[src/design/bgpi_pkg.sv]
`timescale 1ns / 1ps
// ----------------------------------------------------------------------------
// bgpi_pkg
// Shared types and constants of the Bayer green plane interpolator.
// ----------------------------------------------------------------------------
package bgpi_pkg;

  // Geometry and sample size
  localparam int MAX_WIDTH   = 4096;
  localparam int MAX_HEIGHT  = 4096;
  localparam int PIXEL_BITS  = 16;

  // Fixed field widths
  localparam int FIELD_BITS     = 16;
  localparam int DIM_BITS       = 13;
  localparam int CFG_DATA_BITS  = 13;
  localparam int CFG_INDEX_BITS = 3;

  // Derived widths
  localparam int SAMPLE_BITS = (PIXEL_BITS < FIELD_BITS) ? PIXEL_BITS : FIELD_BITS;
  localparam int COL_BITS    = $clog2(MAX_WIDTH);
  localparam int ROW_BITS    = $clog2(MAX_HEIGHT + 1);
  localparam int CMP_BITS    = 16;

  // Register reset values
  localparam logic [1:0]          PATTERN_RESET = 2'd0;
  localparam logic [DIM_BITS-1:0] WIDTH_RESET   = DIM_BITS'(4096);
  localparam logic [DIM_BITS-1:0] HEIGHT_RESET  = DIM_BITS'(4096);
  localparam logic                ENABLE_RESET  = 1'b1;

  typedef enum logic [CFG_INDEX_BITS-1:0] {
    REG_PATTERN      = 3'd0,
    REG_FRAME_WIDTH  = 3'd1,
    REG_FRAME_HEIGHT = 3'd2,
    REG_ENABLE       = 3'd3
  } cfg_reg_t;

  typedef enum logic {
    CMD_PIXEL = 1'b0,
    CMD_FLUSH = 1'b1
  } command_t;

  typedef struct packed {
    command_t              command;
    logic [FIELD_BITS-1:0] pixel;
  } sample_t;

  typedef struct packed {
    logic [FIELD_BITS-1:0] green;
    logic                  frame_last;
  } result_t;

endpackage

[src/design/bgpi_out_fifo.sv]
`timescale 1ns / 1ps
// ----------------------------------------------------------------------------
// bgpi_out_fifo
// Two-entry result buffer: a head register and a skid register.
// ----------------------------------------------------------------------------
module bgpi_out_fifo (
  input  logic              clk,
  input  logic              rst,
  input  logic              push,
  input  bgpi_pkg::result_t push_item,
  output logic              space,
  output logic              result_valid,
  input  logic              result_ready,
  output bgpi_pkg::result_t result
);

  logic [1:0]        count;
  logic [1:0]        count_next;
  bgpi_pkg::result_t head;
  bgpi_pkg::result_t skid;
  logic              pop;

  assign pop          = result_valid && result_ready;
  assign space        = (count != 2'd2);
  assign result_valid = (count != 2'd0);
  assign result       = head;

  // Track occupancy
  always_comb begin
    count_next = count;
    if (push && !pop) begin
      count_next = count + 2'd1;
    end else if (pop && !push) begin
      count_next = count - 2'd1;
    end
  end

  always_ff @(posedge clk) begin
    if (rst) begin
      count <= 2'd0;
    end else begin
      count <= count_next;
    end
  end

  // Move payload: head takes the skid on a pop, new items fill behind
  always_ff @(posedge clk) begin
    if (pop) begin
      if (count == 2'd2) begin
        head <= skid;
        if (push) begin
          skid <= push_item;
        end
      end else if (push) begin
        head <= push_item;
      end
    end else if (push) begin
      if (count == 2'd0) begin
        head <= push_item;
      end else begin
        skid <= push_item;
      end
    end
  end

endmodule

[config.mk]
export PLATFORM = sky130hd
export DESIGN_NAME = bgpi_out_fifo
export DESIGN_NICKNAME = d
export VERILOG_FILES = /design/src/design/bgpi_pkg.sv /design/src/design/bgpi_out_fifo.sv
export SDC_FILE = /design/constraint.sdc
export NUM_CORES = 1
export LEC_CHECK = 0
export ABC_AREA = 1
export BUFFER_PORTS_ARGS = -buffer_cell sky130_fd_sc_hd__buf_2
export CAP_MARGIN = 20
export CORE_MARGIN = 5
export CORE_UTILIZATION = 40
export DETAILED_ROUTE_END_ITERATION = 10
export HOLD_SLACK_MARGIN = 0.05
export SYNTH_ARGS = -nofsm -noshare
export SYNTH_HDL_FRONTEND = slang
export SYNTH_SLANG_ARGS = --single-unit
[constraint.sdc]
create_clock -name clk -period 6 [get_ports clk]
set_input_delay 1.2 -clock clk [delete_from_list [all_inputs] [get_ports clk]]
set_output_delay 1.2 -clock clk [all_outputs]
set_load 0.005 [all_outputs]
==> key figures <==
Floorplan
  • Chip Width: roughly 70 um
  • Die Ht: roughly 70 um
  • Std cell rows: 21
  • Die ar.: between 4000 and 5000 um2
  • Initial Util: 0.422
  • Placeable Area: 3420 um2
  • Top Ports: 40

Clock network
  • Maximum clock path buffer count: 2
  • Root buffer cell: clkbuf_4
  • Post-CTS setup buffers: 0
  • Clk Latency, worst-skew pair: around 0.33 ns
  • CTS sink count: 36
  • Hold Buf Count CTS: 0
  • Worst-path clk slew: 0.10 ns
  • Post-CTS resize count: 0
  • H-tree levels: 2
  • CTS tree: built
  • Inserted Clock Buffers: 5

GRT
  • Initial antenna violation count: 0
  • Vias in the first global route: 939
  • Total gr overflow: 0
  • Largest net degree at the start of global routing: 19
  • First-pass GRT wire length: ~4.4 mm
  • GRT Total Usage: 0.117

Critical path
  • Crit Path Class: primary input to flip-flop
  • Worst setup path startpoint: result_ready
  • CP top delay family: compound AO/OA/AOI/OAI gates
  • Reg2Reg Depth: 5
  • Critical-path top delay cell: a21oi_2
  • Crit path capture type: flip-flop
  • Reg2reg start: count[1]$_SDFFE_PP0P_
  • Startpoint Class: primary input
  • Crit path DAT: roughly 2.3 ns
  • Buf/Inv on CP: 2
  • Stages on worst setup path: 4
  • Critical Path RT: roughly 6.0 ns
  • Max incr delay on CP: 0.69 ns
  • CP Cell Sequence: buf_2 > inv_1 > nand2_1 > a21oi_2
  • Crit-path max FO: 17

STA
  • Hold Slack: 0.526 ns
  • Actual slew at the worst max-slew pin: 0.904 ns
  • Achievable frequency: 437 MHz
  • Final min period: 2.29 ns
  • RSZ-0062 raised after global routing: false
  • Final hold violations: 0
  • Max Slew Vio Count: 0
  • Final number of setup-violating endpoints: 0
  • Max_slew headroom: 0.397
  • Final Cycle Share: 0.382
  • TNS Setup: 0 ns
  • Fin Clk Skew: between 0.003 and 0.004 ns

Logic synthesis
  • Post-synthesis adder-cell area fraction: 0.0174
  • XOR/XNOR Fraction of Synth Area: 0.00608
  • Largest family of logic cells by synthesized area: simple AND/OR/NAND/NOR gates
  • Register area share after synthesis: 0.737
  • Synth warn: 0
  • Netlist cell types: 17
  • Compound-Gate Fraction of Synth Area: 0.00782
  • Cells after Synth: 119
  • Avg Cell Area, Syn: ~12 um2
  • Cell Area, Synth: about 1400 um2
  • Mux cell area share after synthesis: 0
  • Post-Synth Simple-Gate Area: 0.191
  • Synth Net Count: 142
  • #FFs+latches synth: 36

Cells and area
  • Diodes inserted: 0
  • Share of cells above drive strength 1: 0.311
  • Commonest cells after routing, fill and taps aside: nand2_1 (58), buf_2 (39), edfxtp_1 (34), inv_1 (8), clkbuf_4 (5)
  • Synth-to-layout area growth: 20.2%
  • Finished Cell Area: 1730 um2
  • Final nets: roughly 190
  • Most common cell after layout, fill and taps aside: nand2_1

Job
  • Max cap viols: 0

Place
  • PortBufs: 39
  • Cell area after placement: roughly 1700 um2
  • GPL Wtd Cong: 0.674
  • DP HPWL: 1.86 mm

Drt
  • Met3 wire length: 168 um
  • Initial DRT Pass Iterations: 4
  • Top sig layer: met4
  • Met2 WL: 1.29 mm
  • Iter 0 DRT Violations: 68
  • Via count: 940
  • Vias/cell: 4.48
  • Metal-1 WL: 1.01 mm
  • Routed len/inst: between 10 and 15 um
  • DRT Wirelength: between 2 and 3 mm
  • Drc violations: 0
  • Final ANT Viol Nets: 0

Run status
  • Status: completed

Power and ir drop
  • Worst vdd ir: 0.164 mV
  • Leakage: around 0.0008 uW
  • Pwr dens: approximately 360 nW/um2

Min path
  • Cell depth of the worst hold path: 2
  • HP Start: skid[10]$_DFFE_PP_
  • HP Class: flip-flop to flip-flop
-- tightest hold or removal path: cells and delay by family (launching register included) --
family,cells,cell delay (ns)
simple gates,2,0.10
flops,1,0.33
-- path summary, 6_finish.rpt --
check                           slack [ns]              endpoint
worst min register to register        0.53  result[10]$_DFFE_PP_
worst max-delay path                  3.71     skid[6]$_DFFE_PP_
worst max register to register        4.08     skid[6]$_DFFE_PP_
worst min-delay path                  0.53  result[10]$_DFFE_PP_
-- stage by stage --
stage | utilization | std cells | worst slack (ns) | power [uW]
final | 0.507 | 210 | 3.71 | 617
after global routing | 0.507 | 210 | 3.61 | 661
after CTS | 0.507 | 210 | 3.69 | 626
after detailed placement | 0.493 | 203 | 3.32 | 512
after global placement | 0.493 | 203 | 3.36 | 504
after floorplan | - | 119 | 3.28 | 452
-- cell usage after synthesis (all sizes together) --
library cell	number	share of area
inv	10	0.028
a21oi	1	0.0035
nor2	5	0.024
xnor2	1	0.0061
ha	2	0.017
o22ai	1	0.0043
edfxtp	34	0.71
nand4	1	0.0043
nand2	59	0.16
buf	2	0.013
dfxtp	2	0.028
nand3	1	0.0035
-- cell type report --
cell class | instances | area (um2)
inverter | 10 | 40.0
clock inverter | 1 | 5.00
sequential | 36 | 1060
timing repair buffer | 40 | 203
tap | 46 | 57.6
multi-input combinational | 71 | 324
fill | 321 | 1680
clock buffer | 6 | 41.3
-- power breakdown --
part	total, uW	switching (uW)	internal (uW)
Sequential	356	17.2	339
Clock	115	72.0	43.1
Combinational	146	91.6	54.1
Total	617	181	436
-- sequential cells by signal, indices dropped and copies added, names as in the netlist --
name / cells
result: 17
skid: 17
count: 2
-- cells by family (layout without fill, tap and decap cells) --
| family | count (synthesis) | after routing |
|---|---|---|
| compound gates | 2 | 2 |
| xor+xnor | 1 | 1 |
| fa+ha+maj | 2 | 2 |
| buf+inv | 12 | 57 |
| flops | 36 | 36 |
| simple gates | 66 | 66 |
-- per-layer routing --
layer | vias up | GRT usage
li1 | 478 | -
met1 | 426 | 0.130
met2 | 29 | 0.194
met3 | 7 | 0.0416
met4 | 0 | 0.0638
met5 | - | 0
Note: power is estimated with default switching activity, not from simulation.
